### config.mk
export PLATFORM = sky130hd
export DESIGN_NAME = best_fit_heap_allocator
export DESIGN_NICKNAME = d
export VERILOG_FILES = /design/src/design/bfha_pkg.sv /design/src/design/bfha_sequencer.sv /design/src/design/bfha_datapath.sv /design/src/design/best_fit_heap_allocator.sv
export VERILOG_INCLUDE_DIRS = /design/src /design/src/design
export SDC_FILE = /design/constraint.sdc
export NUM_CORES = 2
export LEC_CHECK = 0
export BUFFER_PORTS_ARGS = -buffer_cell sky130_fd_sc_hd__buf_4
export CORE_MARGIN = 1
export CORE_UTILIZATION = 44
export DETAILED_ROUTE_END_ITERATION = 16
export HOLD_SLACK_MARGIN = 0.1
export PLACE_DENSITY_LB_ADDON = 0.2
export SLEW_MARGIN = 20
export SYNTH_ARGS = -nofsm -noshare
export SYNTH_HDL_FRONTEND = slang
export SYNTH_SLANG_ARGS = --single-unit
### constraint.sdc
create_clock -name clk_i -period 11.4 [get_ports clk_i]
set_input_delay 0 -clock clk_i [delete_from_list [all_inputs] [get_ports clk_i]]
set_output_delay 0 -clock clk_i [all_outputs]
set_load 0.03 [all_outputs]
### src/design/best_fit_heap_allocator_defines.svh
`ifndef BEST_FIT_HEAP_ALLOCATOR_DEFINES_SVH
`define BEST_FIT_HEAP_ALLOCATOR_DEFINES_SVH

// same-cycle implication, checked out of reset
`define BFHA_ASSERT_NOW(lbl, ante, cons, msg) \
  lbl: assert property (@(posedge clk_i) disable iff (!rst_ni) (ante) |-> (cons)) \
    else $error(msg);

// next-cycle implication, checked out of reset
`define BFHA_ASSERT_NEXT(lbl, ante, cons, msg) \
  lbl: assert property (@(posedge clk_i) disable iff (!rst_ni) (ante) |=> (cons)) \
    else $error(msg);

`endif

### src/design/bfha_pkg.sv
`timescale 1ns / 1ps
package bfha_pkg;

  localparam int unsigned HEAP_BYTES   = 128;
  localparam int unsigned HEADER_BYTES = 4;
  localparam int unsigned LIST_ENTRIES = 32;

  localparam int unsigned LIST_AW = $clog2(LIST_ENTRIES);
  localparam int unsigned COUNT_W = $clog2(LIST_ENTRIES + 1);
  localparam int unsigned HEAP_AW = $clog2(HEAP_BYTES);
  localparam int unsigned PC_W    = 4;

  typedef logic [PC_W-1:0] pc_t;

  typedef enum logic [1:0] {
    ST_OK     = 2'd0,
    ST_NOFIT  = 2'd1,
    ST_FULL   = 2'd2,
    ST_TOOBIG = 2'd3
  } status_e;

  typedef enum logic [3:0] {
    C_ALWAYS    = 4'd0,
    C_IN_VALID  = 4'd1,
    C_IS_FREE   = 4'd2,
    C_TOO_BIG   = 4'd3,
    C_SCAN_LAST = 4'd4,
    C_FOUND     = 4'd5,
    C_FULL      = 4'd6,
    C_BAD_OFF   = 4'd7,
    C_OUT_FREE  = 4'd8
  } cond_e;

  typedef struct packed {
    logic    in_ready;
    logic    scan_clr;
    logic    rd_scan;
    logic    scan_cmp;
    logic    rd_size;
    logic    commit;
    logic    append;
    logic    set_res;
    status_e res_st;
    logic    out_push;
    logic    hold;
    cond_e   cond;
    pc_t     target;
  } ucode_t;

  typedef struct packed {
    logic in_valid;
    logic is_free;
    logic too_big;
    logic scan_last;
    logic found;
    logic full;
    logic bad_off;
    logic out_free;
  } flags_t;

endpackage

### src/design/bfha_sequencer.sv
`timescale 1ns / 1ps
`include "best_fit_heap_allocator_defines.svh"
module bfha_sequencer (
  input  logic              clk_i,
  input  logic              rst_ni,
  input  bfha_pkg::flags_t  flags_i,
  output bfha_pkg::ucode_t  uc_o
);

  localparam bfha_pkg::pc_t S_IDLE   = 4'd0;
  localparam bfha_pkg::pc_t S_DISP   = 4'd1;
  localparam bfha_pkg::pc_t S_CHECK  = 4'd2;
  localparam bfha_pkg::pc_t S_SCAN   = 4'd3;
  localparam bfha_pkg::pc_t S_FIT    = 4'd4;
  localparam bfha_pkg::pc_t S_NOFIT  = 4'd5;
  localparam bfha_pkg::pc_t S_TOOBIG = 4'd6;
  localparam bfha_pkg::pc_t S_COMMIT = 4'd7;
  localparam bfha_pkg::pc_t S_FREE0  = 4'd8;
  localparam bfha_pkg::pc_t S_FREE1  = 4'd9;
  localparam bfha_pkg::pc_t S_FREE2  = 4'd10;
  localparam bfha_pkg::pc_t S_OUT    = 4'd11;
  localparam bfha_pkg::pc_t S_FULL   = 4'd12;
  localparam bfha_pkg::pc_t S_IGNORE = 4'd13;

  bfha_pkg::pc_t pc_q, pc_d;
  bfha_pkg::ucode_t uc;
  logic taken;

  function automatic bfha_pkg::ucode_t rom(input bfha_pkg::pc_t pc);
    bfha_pkg::ucode_t w;
    w        = '0;
    w.cond   = bfha_pkg::C_ALWAYS;
    w.res_st = bfha_pkg::ST_OK;
    w.target = S_IDLE;
    case (pc)
      S_IDLE: begin
        w.in_ready = 1'b1;
        w.scan_clr = 1'b1;
        w.cond     = bfha_pkg::C_IN_VALID;
        w.target   = S_DISP;
        w.hold     = 1'b1;
      end
      S_DISP: begin
        w.cond   = bfha_pkg::C_IS_FREE;
        w.target = S_FREE0;
      end
      S_CHECK: begin
        w.rd_scan = 1'b1;
        w.cond    = bfha_pkg::C_TOO_BIG;
        w.target  = S_TOOBIG;
      end
      S_SCAN: begin
        w.rd_scan  = 1'b1;
        w.scan_cmp = 1'b1;
        w.cond     = bfha_pkg::C_SCAN_LAST;
        w.target   = S_FIT;
        w.hold     = 1'b1;
      end
      S_FIT: begin
        w.cond   = bfha_pkg::C_FOUND;
        w.target = S_COMMIT;
      end
      S_NOFIT: begin
        w.set_res = 1'b1;
        w.res_st  = bfha_pkg::ST_NOFIT;
        w.target  = S_OUT;
      end
      S_TOOBIG: begin
        w.set_res = 1'b1;
        w.res_st  = bfha_pkg::ST_TOOBIG;
        w.target  = S_OUT;
      end
      S_COMMIT: begin
        w.commit  = 1'b1;
        w.set_res = 1'b1;
        w.target  = S_OUT;
      end
      S_FREE0: begin
        w.rd_size = 1'b1;
        w.cond    = bfha_pkg::C_FULL;
        w.target  = S_FULL;
      end
      S_FREE1: begin
        w.cond   = bfha_pkg::C_BAD_OFF;
        w.target = S_IGNORE;
      end
      S_FREE2: begin
        w.append  = 1'b1;
        w.set_res = 1'b1;
        w.target  = S_OUT;
      end
      S_OUT: begin
        w.out_push = 1'b1;
        w.cond     = bfha_pkg::C_OUT_FREE;
        w.target   = S_IDLE;
        w.hold     = 1'b1;
      end
      S_FULL: begin
        w.set_res = 1'b1;
        w.res_st  = bfha_pkg::ST_FULL;
        w.target  = S_OUT;
      end
      S_IGNORE: begin
        w.set_res = 1'b1;
        w.target  = S_OUT;
      end
      default: begin
        w.target = S_IDLE;
      end
    endcase
    return w;
  endfunction

  always_comb begin
    uc = rom(pc_q);
    case (uc.cond)
      bfha_pkg::C_ALWAYS:    taken = 1'b1;
      bfha_pkg::C_IN_VALID:  taken = flags_i.in_valid;
      bfha_pkg::C_IS_FREE:   taken = flags_i.is_free;
      bfha_pkg::C_TOO_BIG:   taken = flags_i.too_big;
      bfha_pkg::C_SCAN_LAST: taken = flags_i.scan_last;
      bfha_pkg::C_FOUND:     taken = flags_i.found;
      bfha_pkg::C_FULL:      taken = flags_i.full;
      bfha_pkg::C_BAD_OFF:   taken = flags_i.bad_off;
      bfha_pkg::C_OUT_FREE:  taken = flags_i.out_free;
      default:               taken = 1'b1;
    endcase
    if (taken) begin
      pc_d = uc.target;
    end else if (uc.hold) begin
      pc_d = pc_q;
    end else begin
      pc_d = pc_q + 4'd1;
    end
  end

  always_ff @(posedge clk_i or negedge rst_ni) begin
    if (!rst_ni) begin
      pc_q <= S_IDLE;
    end else begin
      pc_q <= pc_d;
    end
  end

  assign uc_o = uc;

  `BFHA_ASSERT_NEXT(a_out_to_idle, pc_q == S_OUT && flags_i.out_free, pc_q == S_IDLE, "result step did not return to idle")
  `BFHA_ASSERT_NEXT(a_scan_loops, pc_q == S_SCAN && !flags_i.scan_last, pc_q == S_SCAN, "scan left before last entry")
  `BFHA_ASSERT_NEXT(a_idle_accept, pc_q == S_IDLE && flags_i.in_valid, pc_q == S_DISP, "transfer not dispatched")

endmodule

### src/design/bfha_datapath.sv
`timescale 1ns / 1ps
`include "best_fit_heap_allocator_defines.svh"
module bfha_datapath (
  input  logic              clk_i,
  input  logic              rst_ni,
  input  bfha_pkg::ucode_t  uc_i,
  output bfha_pkg::flags_t  flags_o,
  input  logic              in_valid_i,
  output logic              in_ready_o,
  input  logic              opcode_i,
  input  logic [7:0]        request_bytes_i,
  input  logic [7:0]        release_offset_i,
  output logic              out_valid_o,
  input  logic              out_ready_i,
  output logic [1:0]        status_o,
  output logic [7:0]        user_offset_o
);

  logic       op_q;
  logic [7:0] req_q, off_q;

  logic [8:0] total_w, free_s_w;
  logic       too_big_w, bad_off_w;

  logic [15:0] list_mem [bfha_pkg::LIST_ENTRIES];
  logic [15:0] list_rdata_q;
  logic        init0_q;
  logic [7:0]  ent_start_w, ent_len_w;

  logic [7:0]  size_mem [bfha_pkg::HEAP_BYTES];
  logic [7:0]  size_rdata_q;

  logic [bfha_pkg::LIST_AW-1:0] idx_q, cmp_q, best_q;
  logic                         found_q;
  logic [7:0]                   best_start_q, best_len_q;
  logic                         better_w;
  logic [bfha_pkg::COUNT_W-1:0] count_q;

  logic                         list_we;
  logic [bfha_pkg::LIST_AW-1:0] list_waddr;
  logic [15:0]                  list_wdata;
  logic                         size_we;

  bfha_pkg::status_e res_st_q;
  logic [7:0]        res_off_q;

  logic       out_valid_q, out_free_w, out_load_w;
  logic [1:0] status_q;
  logic [7:0] offset_q;

  // input capture
  always_ff @(posedge clk_i) begin
    if (in_valid_i && uc_i.in_ready) begin
      op_q  <= opcode_i;
      req_q <= request_bytes_i;
      off_q <= release_offset_i;
    end
  end

  assign total_w   = {1'b0, req_q} + 9'(bfha_pkg::HEADER_BYTES);
  assign free_s_w  = {1'b0, off_q} - 9'(bfha_pkg::HEADER_BYTES);
  assign too_big_w = {1'b0, req_q} > 9'(bfha_pkg::HEAP_BYTES);
  assign bad_off_w = ({1'b0, off_q} < 9'(bfha_pkg::HEADER_BYTES))
                  || (free_s_w >= 9'(bfha_pkg::HEAP_BYTES));

  // free list: start in the upper byte, length in the lower
  always_comb begin
    list_we    = uc_i.commit || uc_i.append;
    list_waddr = uc_i.commit ? best_q : count_q[bfha_pkg::LIST_AW-1:0];
    if (uc_i.commit) begin
      list_wdata = {best_start_q + total_w[7:0], best_len_q - total_w[7:0]};
    end else begin
      list_wdata = {free_s_w[7:0], size_rdata_q};
    end
  end

  always_ff @(posedge clk_i) begin
    if (list_we) begin
      list_mem[list_waddr] <= list_wdata;
    end
    if (uc_i.rd_scan) begin
      list_rdata_q <= list_mem[idx_q];
    end
  end

  // entry 0 spans the heap until first written
  always_ff @(posedge clk_i or negedge rst_ni) begin
    if (!rst_ni) begin
      init0_q <= 1'b1;
    end else if (list_we && list_waddr == '0) begin
      init0_q <= 1'b0;
    end
  end

  always_comb begin
    if (init0_q && cmp_q == '0) begin
      ent_start_w = 8'd0;
      ent_len_w   = 8'(bfha_pkg::HEAP_BYTES);
    end else begin
      ent_start_w = list_rdata_q[15:8];
      ent_len_w   = list_rdata_q[7:0];
    end
  end

  // block size store, indexed by block start
  assign size_we = uc_i.commit && ({1'b0, best_start_q} < 9'(bfha_pkg::HEAP_BYTES));

  always_ff @(posedge clk_i) begin
    if (size_we) begin
      size_mem[best_start_q[bfha_pkg::HEAP_AW-1:0]] <= total_w[7:0];
    end
    if (uc_i.rd_size) begin
      size_rdata_q <= size_mem[free_s_w[bfha_pkg::HEAP_AW-1:0]];
    end
  end

  // best-fit scan, first on ties
  assign better_w = ({1'b0, ent_len_w} >= total_w) && (!found_q || ent_len_w < best_len_q);

  always_ff @(posedge clk_i or negedge rst_ni) begin
    if (!rst_ni) begin
      idx_q   <= '0;
      cmp_q   <= '0;
      found_q <= 1'b0;
      count_q <= bfha_pkg::COUNT_W'(1);
    end else begin
      if (uc_i.scan_clr) begin
        idx_q   <= '0;
        found_q <= 1'b0;
      end else if (uc_i.rd_scan) begin
        idx_q <= idx_q + bfha_pkg::LIST_AW'(1);
      end
      if (uc_i.rd_scan) begin
        cmp_q <= idx_q;
      end
      if (uc_i.scan_cmp && better_w) begin
        found_q <= 1'b1;
      end
      if (uc_i.append) begin
        count_q <= count_q + bfha_pkg::COUNT_W'(1);
      end
    end
  end

  always_ff @(posedge clk_i) begin
    if (uc_i.scan_cmp && better_w) begin
      best_q       <= cmp_q;
      best_start_q <= ent_start_w;
      best_len_q   <= ent_len_w;
    end
  end

  // result staging
  always_ff @(posedge clk_i) begin
    if (uc_i.set_res) begin
      res_st_q  <= uc_i.res_st;
      res_off_q <= uc_i.commit ? best_start_q + 8'(bfha_pkg::HEADER_BYTES) : 8'd0;
    end
  end

  // output register
  assign out_free_w = !out_valid_q || out_ready_i;
  assign out_load_w = uc_i.out_push && out_free_w;

  always_ff @(posedge clk_i or negedge rst_ni) begin
    if (!rst_ni) begin
      out_valid_q <= 1'b0;
    end else if (out_load_w) begin
      out_valid_q <= 1'b1;
    end else if (out_ready_i) begin
      out_valid_q <= 1'b0;
    end
  end

  always_ff @(posedge clk_i) begin
    if (out_load_w) begin
      status_q <= res_st_q;
      offset_q <= res_off_q;
    end
  end

  always_comb begin
    flags_o.in_valid  = in_valid_i;
    flags_o.is_free   = op_q;
    flags_o.too_big   = too_big_w;
    flags_o.scan_last = bfha_pkg::COUNT_W'(cmp_q) == count_q - bfha_pkg::COUNT_W'(1);
    flags_o.found     = found_q;
    flags_o.full      = count_q >= bfha_pkg::COUNT_W'(bfha_pkg::LIST_ENTRIES);
    flags_o.bad_off   = bad_off_w;
    flags_o.out_free  = out_free_w;
  end

  assign in_ready_o    = uc_i.in_ready;
  assign out_valid_o   = out_valid_q;
  assign status_o      = status_q;
  assign user_offset_o = offset_q;

  `BFHA_ASSERT_NOW(a_append_room, uc_i.append, count_q < bfha_pkg::COUNT_W'(bfha_pkg::LIST_ENTRIES), "append into full list")
  `BFHA_ASSERT_NOW(a_commit_found, uc_i.commit, found_q, "commit without a candidate")
  `BFHA_ASSERT_NEXT(a_commit_count, uc_i.commit, $stable(count_q), "allocate changed entry count")

endmodule

### src/design/best_fit_heap_allocator.sv
`timescale 1ns / 1ps
// channel   direction  handshake               payload
// in        input      in_valid_i / in_ready_o   opcode_i, request_bytes_i, release_offset_i
// out       output     out_valid_o / out_ready_i status_o, user_offset_o
//
// allocate: oversize check, a scan of every free-list entry, then commit or a no-fit result
// free: size read, full-list check, offset check, append; the scan reads one entry per cycle
// one item at a time; a new item is taken once the sequencer is back at its first step
// a waiting result sits in the output register; the sequencer holds until it is free
// reset clears control state only; entry 0 reads as the whole heap until first written
module best_fit_heap_allocator (
  input  logic       clk_i,
  input  logic       rst_ni,
  input  logic       in_valid_i,
  output logic       in_ready_o,
  input  logic       opcode_i,
  input  logic [7:0] request_bytes_i,
  input  logic [7:0] release_offset_i,
  output logic       out_valid_o,
  input  logic       out_ready_i,
  output logic [1:0] status_o,
  output logic [7:0] user_offset_o
);

  bfha_pkg::ucode_t uc;
  bfha_pkg::flags_t flags;

  bfha_sequencer u_seq (
    .clk_i   (clk_i),
    .rst_ni  (rst_ni),
    .flags_i (flags),
    .uc_o    (uc)
  );

  bfha_datapath u_dp (
    .clk_i            (clk_i),
    .rst_ni           (rst_ni),
    .uc_i             (uc),
    .flags_o          (flags),
    .in_valid_i       (in_valid_i),
    .in_ready_o       (in_ready_o),
    .opcode_i         (opcode_i),
    .request_bytes_i  (request_bytes_i),
    .release_offset_i (release_offset_i),
    .out_valid_o      (out_valid_o),
    .out_ready_i      (out_ready_i),
    .status_o         (status_o),
    .user_offset_o    (user_offset_o)
  );

endmodule

# Word level (Yosys, flattened, before mapping)
# Memory sizes are Yosys's and may differ from the RTL's. A register that Yosys moved wholly into a read port is not among the register bits.
# Index checks and enable logic that the tools add are counted.
dict set report op_classes {
  add_sub_neg 9
  magnitude_cmp 7
  n_eq_ne 23
  n_mux 28
  reduce_logical 22
}
# cell n
set op_table {}
lappend op_table {{one-hot mux 4 bit (8 select lines)} 2}
lappend op_table {{equality test 4 x 3 -> 1 bit (second input constant)} 8}
lappend op_table {{equality test 4 bit (second input constant)} 7}
lappend op_table {{equality test 4 x 2 -> 1 bit (second input constant)} 4}
lappend op_table {{two-way mux 1 bit} 16}
lappend op_table {{two-way mux 16 bit} 1}
lappend op_table {{two-way mux 5 bit} 3}
lappend op_table {{logical NOT 5 bit} 2}
lappend op_table {{adder 8 x 3 -> 9 bit (second input constant)} 1}
lappend op_table {{greater-or-equal comparator 8 x 9 -> 1 bit} 1}
lappend op_table {{greater-or-equal comparator 9 x 8 -> 1 bit (second input constant)} 1}
lappend op_table {{subtractor 8 x 3 -> 9 bit (second input constant)} 1}
lappend op_table {{adder 8 x 3 -> 8 bit (second input constant)} 1}
lappend op_table {{adder 8 bit} 1}
lappend op_table {{equality test 4 x 1 -> 1 bit (second input constant)} 2}
lappend op_table {{> comparator 8 bit (second input constant)} 1}
lappend op_table {{less-than comparator 8 x 3 -> 1 bit (second input constant)} 1}
lappend op_table {{less-than comparator 8 bit} 1}
lappend op_table {{less-than comparator 8 bit (second input constant)} 1}
lappend op_table {{two-way mux 4 bit} 2}
lappend op_table {{two-way mux 8 bit} 1}
lappend op_table {{one-hot mux 1 bit (8 select lines)} 1}
lappend op_table {{subtractor 8 bit} 1}
lappend op_table {{logical AND 1 bit} 7}
lappend op_table {{other kinds (16)} 22}
dict set report totals {
  reg_bits 81
  ramBits 1536
  input_bits 21
  out_inout_bits 12
  wordCells 108
  n_memories 2
}
# memory depth width read_ports rd_clocked_by_memory_dff write_ports line
set memory_table {}
lappend memory_table {u_dp.size_mem 128 8 1 1 1 bfha_datapath.sv:30} ;# logic [7:0] size_mem [bfha_pkg::HEAP_BYTES];
lappend memory_table {u_dp.list_mem 32 16 1 1 1 bfha_datapath.sv:25} ;# logic [15:0] list_mem [bfha_pkg::LIST_ENTRIES];

# Longest topological paths before layout
dict set report logic_depth {
  ltp_word 8
  mapped_depth 12
  mapped_depth_nobuf 11
}

# By module
# Synthesis repeated with hierarchy kept, for this count alone.
dict set report unflattened {
  hier_cells 3225
  area_unflattened_um2 65084.9
}
# module instances cells_each area_per_inst_um2 seq_area_each_um2
set modules_own_cells {}
lappend modules_own_cells {bfha_datapath 1 3125 64266.6 49064.6}
lappend modules_own_cells {bfha_sequencer 1 100 818.3 100.1}

# Least setup slack after synthesis
# Ideal clock, no wire load.
dict set report synth_path {
  kind {register to register}
  from {register u_dp.req_q[2]}
  to {register u_dp.best_len_q[0] (enable)}
  setup_ps 438
  arrival_time_ps 7301
  required_time_ps 10962
  path_slack_ps 3661
  stages_incl_launch_ff 9
  path_buffers 0
  period_less_slack_ps 7739
  cell_sequence {edfxtp_1 > ha_1 > nand3_1 > xnor2_1 > inv_1 > ha_1 > and4_1 > o2111ai_1 > a221oi_1}
}
dict set report synth_between {
  elab_chain_len 4
}
# item line
set synth_rtl {}
lappend synth_rtl {{start, declared} bfha_datapath.sv:20} ;# logic [7:0] req_q, off_q;
lappend synth_rtl {{start signal, assigned} bfha_datapath.sv:55} ;# req_q <= request_bytes_i;
lappend synth_rtl {{adder 8 x 3 -> 9 bit} bfha_datapath.sv:60} ;# assign total_w = {1'b0, req_q} + 9'(bfha_pkg::HEADER_BYTES);
lappend synth_rtl {{named net u_dp.total_w[6]} bfha_datapath.sv:22} ;# logic [8:0] total_w, free_s_w;
lappend synth_rtl {{greater-or-equal comparator 8 x 9 -> 1 bit} bfha_datapath.sv:118} ;# assign better_w = ({1'b0, ent_len_w} >= total_w) && (!found_q || ent_len_w < best_len_q);
lappend synth_rtl {{logical AND 1 bit} bfha_datapath.sv:118}
lappend synth_rtl {{logical AND 1 bit} bfha_datapath.sv:146} ;# if (uc_i.scan_cmp && better_w) begin
lappend synth_rtl {{end signal, assigned} bfha_datapath.sv:149} ;# best_len_q <= ent_len_w;
lappend synth_rtl {{end, declared} bfha_datapath.sv:35} ;# logic [7:0] best_start_q, best_len_q;
# The timed path passes the listed nets, and every way through them passes these cells.
# A chain may end at the register's enable or synchronous reset.

# Worst setup path after layout
dict set report layout_path {
  from {register u_dp.off_q[1]}
  to {register u_dp.size_rdata_q[5] (read register of u_dp.size_mem) (data pin)}
}
dict set report layout_between {
  elab_chain_len 1
}
# item line
set layout_rtl {}
lappend layout_rtl {{start, declared} bfha_datapath.sv:20}
lappend layout_rtl {{start signal, assigned} bfha_datapath.sv:56} ;# off_q <= release_offset_i;
lappend layout_rtl {{subtractor 8 x 3 -> 9 bit} bfha_datapath.sv:61} ;# assign free_s_w = {1'b0, off_q} - 9'(bfha_pkg::HEADER_BYTES);
lappend layout_rtl {{end, declared} bfha_datapath.sv:31} ;# logic [7:0] size_rdata_q;
# No other way between the ends.

==> impl_summary.log <==
[metrics] run status: completed
[metrics] post-route worst hold slack: 0.1945 ns
[metrics] share of total power in sequential cells: 48.0%
[metrics] core area: 145,700 um2
[metrics] Layout Area Growth over Synthesis: 13.58%
[metrics] pin count of the biggest net entering global routing: 106
[metrics] HPWL after DPL: 92,820 um
[metrics] total of endpoints with negative setup slack in the final report: 0
[metrics] commonest non-fill, non-tap cell in the layout: sky130_fd_sc_hd__edfxtp_1
[metrics] clock tree from TritonCTS: yes
[metrics] Data required, critical path: ~12 ns
[metrics] Critical Path Start Type: flop
[metrics] fmax: 223.4 MHz
[metrics] violation count after the first detailed-route iteration: 3,525
[metrics] part of the total power dissipated in the clock network: 35.3%
[metrics] crit path DAT: 5.03 ns
[metrics] cell internal power dissipation: 0.01110 W
[metrics] Peak VDD IR: 147.0 uV
[metrics] portion of the post-synthesis area used by sequential elements: 75.96%
[metrics] die span in x: 385.5 um
[metrics] Slew Viols, Final: 0
[metrics] WL per Instance: 28.85 um
[metrics] switching power summed over all nets: 0.004141 W
[metrics] Synth Flop Type: sky130_fd_sc_hd__edfxtp_1
[metrics] post-synth cell types: between 60 and 70
[metrics] number of cells after detailed placement: 5,055
[metrics] count of mapped cells out of synthesis: 3,196
[metrics] site row count: between 100 and 150
[metrics] Post-synth ARST share: 1.402%
[metrics] # nets final: between 3,000 and 4,000
[metrics] worst skew pair latency: 0.82 ns
[metrics] post-detailed-route via-to-cell ratio: 5.893
[metrics] post-synthesis instance area: 64,720 um2
[metrics] synthesis warning total: 0
[metrics] slew at the pin with the worst max-slew slack: 1.128 ns
[metrics] CTS Root Cell: sky130_fd_sc_hd__clkbuf_16
[metrics] number of buffers created by CTS: 170
[metrics] maximum clock insertion buffer count: 3
[metrics] element type at the critical path end: flop
[metrics] number of nets produced by synthesis: 3,256
[metrics] Crit Path Max Fanout: between 60 and 70
[metrics] antenna violations before repair: 8
[metrics] Logic pwr share: 16.7%
[metrics] number of max-cap violations: 0
[metrics] drt first pass iters: 8
[metrics] vias in the first global route: 32,480
[metrics] final RePlAce weighted congestion: between 0.8 and 0.9
[metrics] count of pins on the block boundary: 33
[metrics] flip-flop and latch count after synthesis: 1,641
[metrics] DRC viols: 0
[metrics] overall die area: 148,600 um2
[metrics] number of levels in the clock H-tree: 4
[metrics] y dimension of the die: 385.5 um
[metrics] cts-stage hold buffer count: 40
[metrics] power density of the placed cells: 207.4 nW/um2
[metrics] global-route wire length before repair: 225,700 um
[metrics] PortBufs: 32
[metrics] post-CTS setup buffers: 0
[metrics] number of clock sinks: 1,641
[metrics] global-route congestion overflow total: 0
[metrics] share of the clock period used by the worst path: approximately two fifths
[metrics] number of gates resized after cts: 0
[metrics] Avg Inst Size Synth: roughly 20 um2
[metrics] most frequent cells in the layout: sky130_fd_sc_hd__edfxtp_1, sky130_fd_sc_hd__mux4_2, sky130_fd_sc_hd__nand2_1
[metrics] class of the tightest hold or removal check: in2async
[metrics] Post-DRT Antenna Nets: 0
[metrics] number of enable flip-flop cells after synthesis: 1,618
[metrics] vias: 31,890
[metrics] RSZ-0062 raised after global routing: no
[metrics] final cell count without fillers: about 5,400
[metrics] Period minus WS final: 4.476 ns
[metrics] leakage: 22.97 nW
[metrics] worst setup path class: reg2reg
[metrics] GRT Total Usage: 21.27%
[metrics] endpoints failing hold: 0
[metrics] switching power share of the total: between 20% and 30%
[metrics] Clock Skew: a little under 0.05 ns
[metrics] clock slew at reported path FFs: approximately 0.060 ns
[metrics] Final Routed Wirelength: 156,100 um
[metrics] layout cells sized above 1: 24.62%
[metrics] relative slew slack: 24.55%
[metrics] initial core utilization: 44.41%
[metrics] total negative slack for setup checks: 0 ns
cell type report:
| type | count | area (um2) |
|---|---|---|
| clock inverters | 98 | 1013 |
| well taps | 1917 | 2399 |
| fillers | 11550 | 72230 |
| inverters | 33 | 131.4 |
| clock buffers | 215 | 4433 |
| diodes | 2 | 5.005 |
| repair buffers | 161 | 1390 |
| flip-flops and latches | 1641 | 49170 |
| multi-input cells | 1345 | 14970 |
critical path, stage by stage, from the launching register on:
cell and delay (ns):
sky130_fd_sc_hd__edfxtp_1 1.07, sky130_fd_sc_hd__buf_4 0.88, sky130_fd_sc_hd__buf_4 0.85, sky130_fd_sc_hd__mux4_2 0.42, sky130_fd_sc_hd__nand2_1 0.08, sky130_fd_sc_hd__nand3_1 0.26
sky130_fd_sc_hd__nand4_1 0.33, sky130_fd_sc_hd__nand4_1 0.13
power by group through the flow:
stage                     combinational, W  sequential (W)  clock [W]
after global placement             0.00244         0.00746          0
after detailed placement           0.00252         0.00745          0
after global routing               0.00273         0.00733    0.00570
after floorplan                    0.00171         0.00735          0
final                              0.00255         0.00732    0.00537
after CTS                          0.00254         0.00732    0.00548
sequential cells by signal (all words and copies together) (netlist names), 5 cells and up:
signal	flops
u_dp.cmp_q	5
u_dp.best_start_q	8
u_dp.size_mem	1024
u_dp.res_off_q	8
u_dp.size_rdata_q	8
u_dp.list_rdata_q	16
u_dp.count_q	6
u_dp.list_mem	512
u_dp.req_q	8
u_dp.idx_q	5
u_dp.off_q	8
u_dp.best_len_q	8
u_dp.best_q	5
u_dp.user_offset_o	8
synth_stat cells (32+ instances only):
cell type | instances | area, um2
sky130_fd_sc_hd__mux2i_1 | 38 | 380.4
sky130_fd_sc_hd__ha_1 | 37 | 462.9
sky130_fd_sc_hd__nand4_1 | 45 | 281.5
sky130_fd_sc_hd__nand2_1 | 245 | 919.6
sky130_fd_sc_hd__nor2_1 | 201 | 754.5
sky130_fd_sc_hd__edfxtp_1 | 1618 | 48590
sky130_fd_sc_hd__nand3_1 | 84 | 420.4
sky130_fd_sc_hd__buf_2 | 33 | 165.2
sky130_fd_sc_hd__mux4_2 | 416 | 9369
sky130_fd_sc_hd__inv_1 | 32 | 120.1
sky130_fd_sc_hd__clkbuf_1 | 115 | 431.7
sky130_fd_sc_hd__a32oi_1 | 33 | 289.0
path summary, 6_finish.rpt:
check | cells past startpoint | endpoint | from | slack, ns
worst max-delay path | 7 | u_dp.size_rdata_q[5] | u_dp.off_q[1] | 6.92
worst max register to register | 7 | u_dp.size_rdata_q[5] | u_dp.off_q[1] | 6.92
min in group clk_i | 6 | u_seq.pc_q[1] | in_valid_i | 0.37
max in group asynchronous | 4 | u_dp.init0_q | rst_ni | 10.96
worst min register to register | 0 | u_dp.user_offset_o[7] | u_dp.res_off_q[7] | 0.42
worst min-delay path | 4 | u_dp.out_valid_o | rst_ni | 0.19
per-stage QoR:
stage	power, W	util (%)	area, um2	setup WS [ns]
2_1_floorplan	0.009053	-	64720	3.661
3_3_place_gp	0.009898	46.32	67510	7.035
3_5_place_dp	0.009970	46.37	67570	7.030
4_1_cts	0.01534	50.38	73430	7.013
5_1_grt	0.01577	50.44	73510	6.742
6_report	0.01524	50.44	73510	6.924
routing by layer:
layer / global-route usage [%] / vias up / share of wire [%]
li1: - / 13340 / -
met5: 0 / - / 0.013
met1: 30.38 / 17000 / 42
met2: 32.06 / 1307 / 46
met3: 6.047 / 242 / 8.9
met4: 5.878 / 4 / 2.4
cells by family after synthesis:
group | share of synthesized area (%)
AOI/OAI and AO/OA | 1.346
xor gates and xnor gates | 0.5684
adders and majority gates | 0.7926
buffers and inverters | 1.375
DFF | 75.96
muxes | 15.43
and+or+nand+nor | 4.526
(Power assumes the default switching activity.)
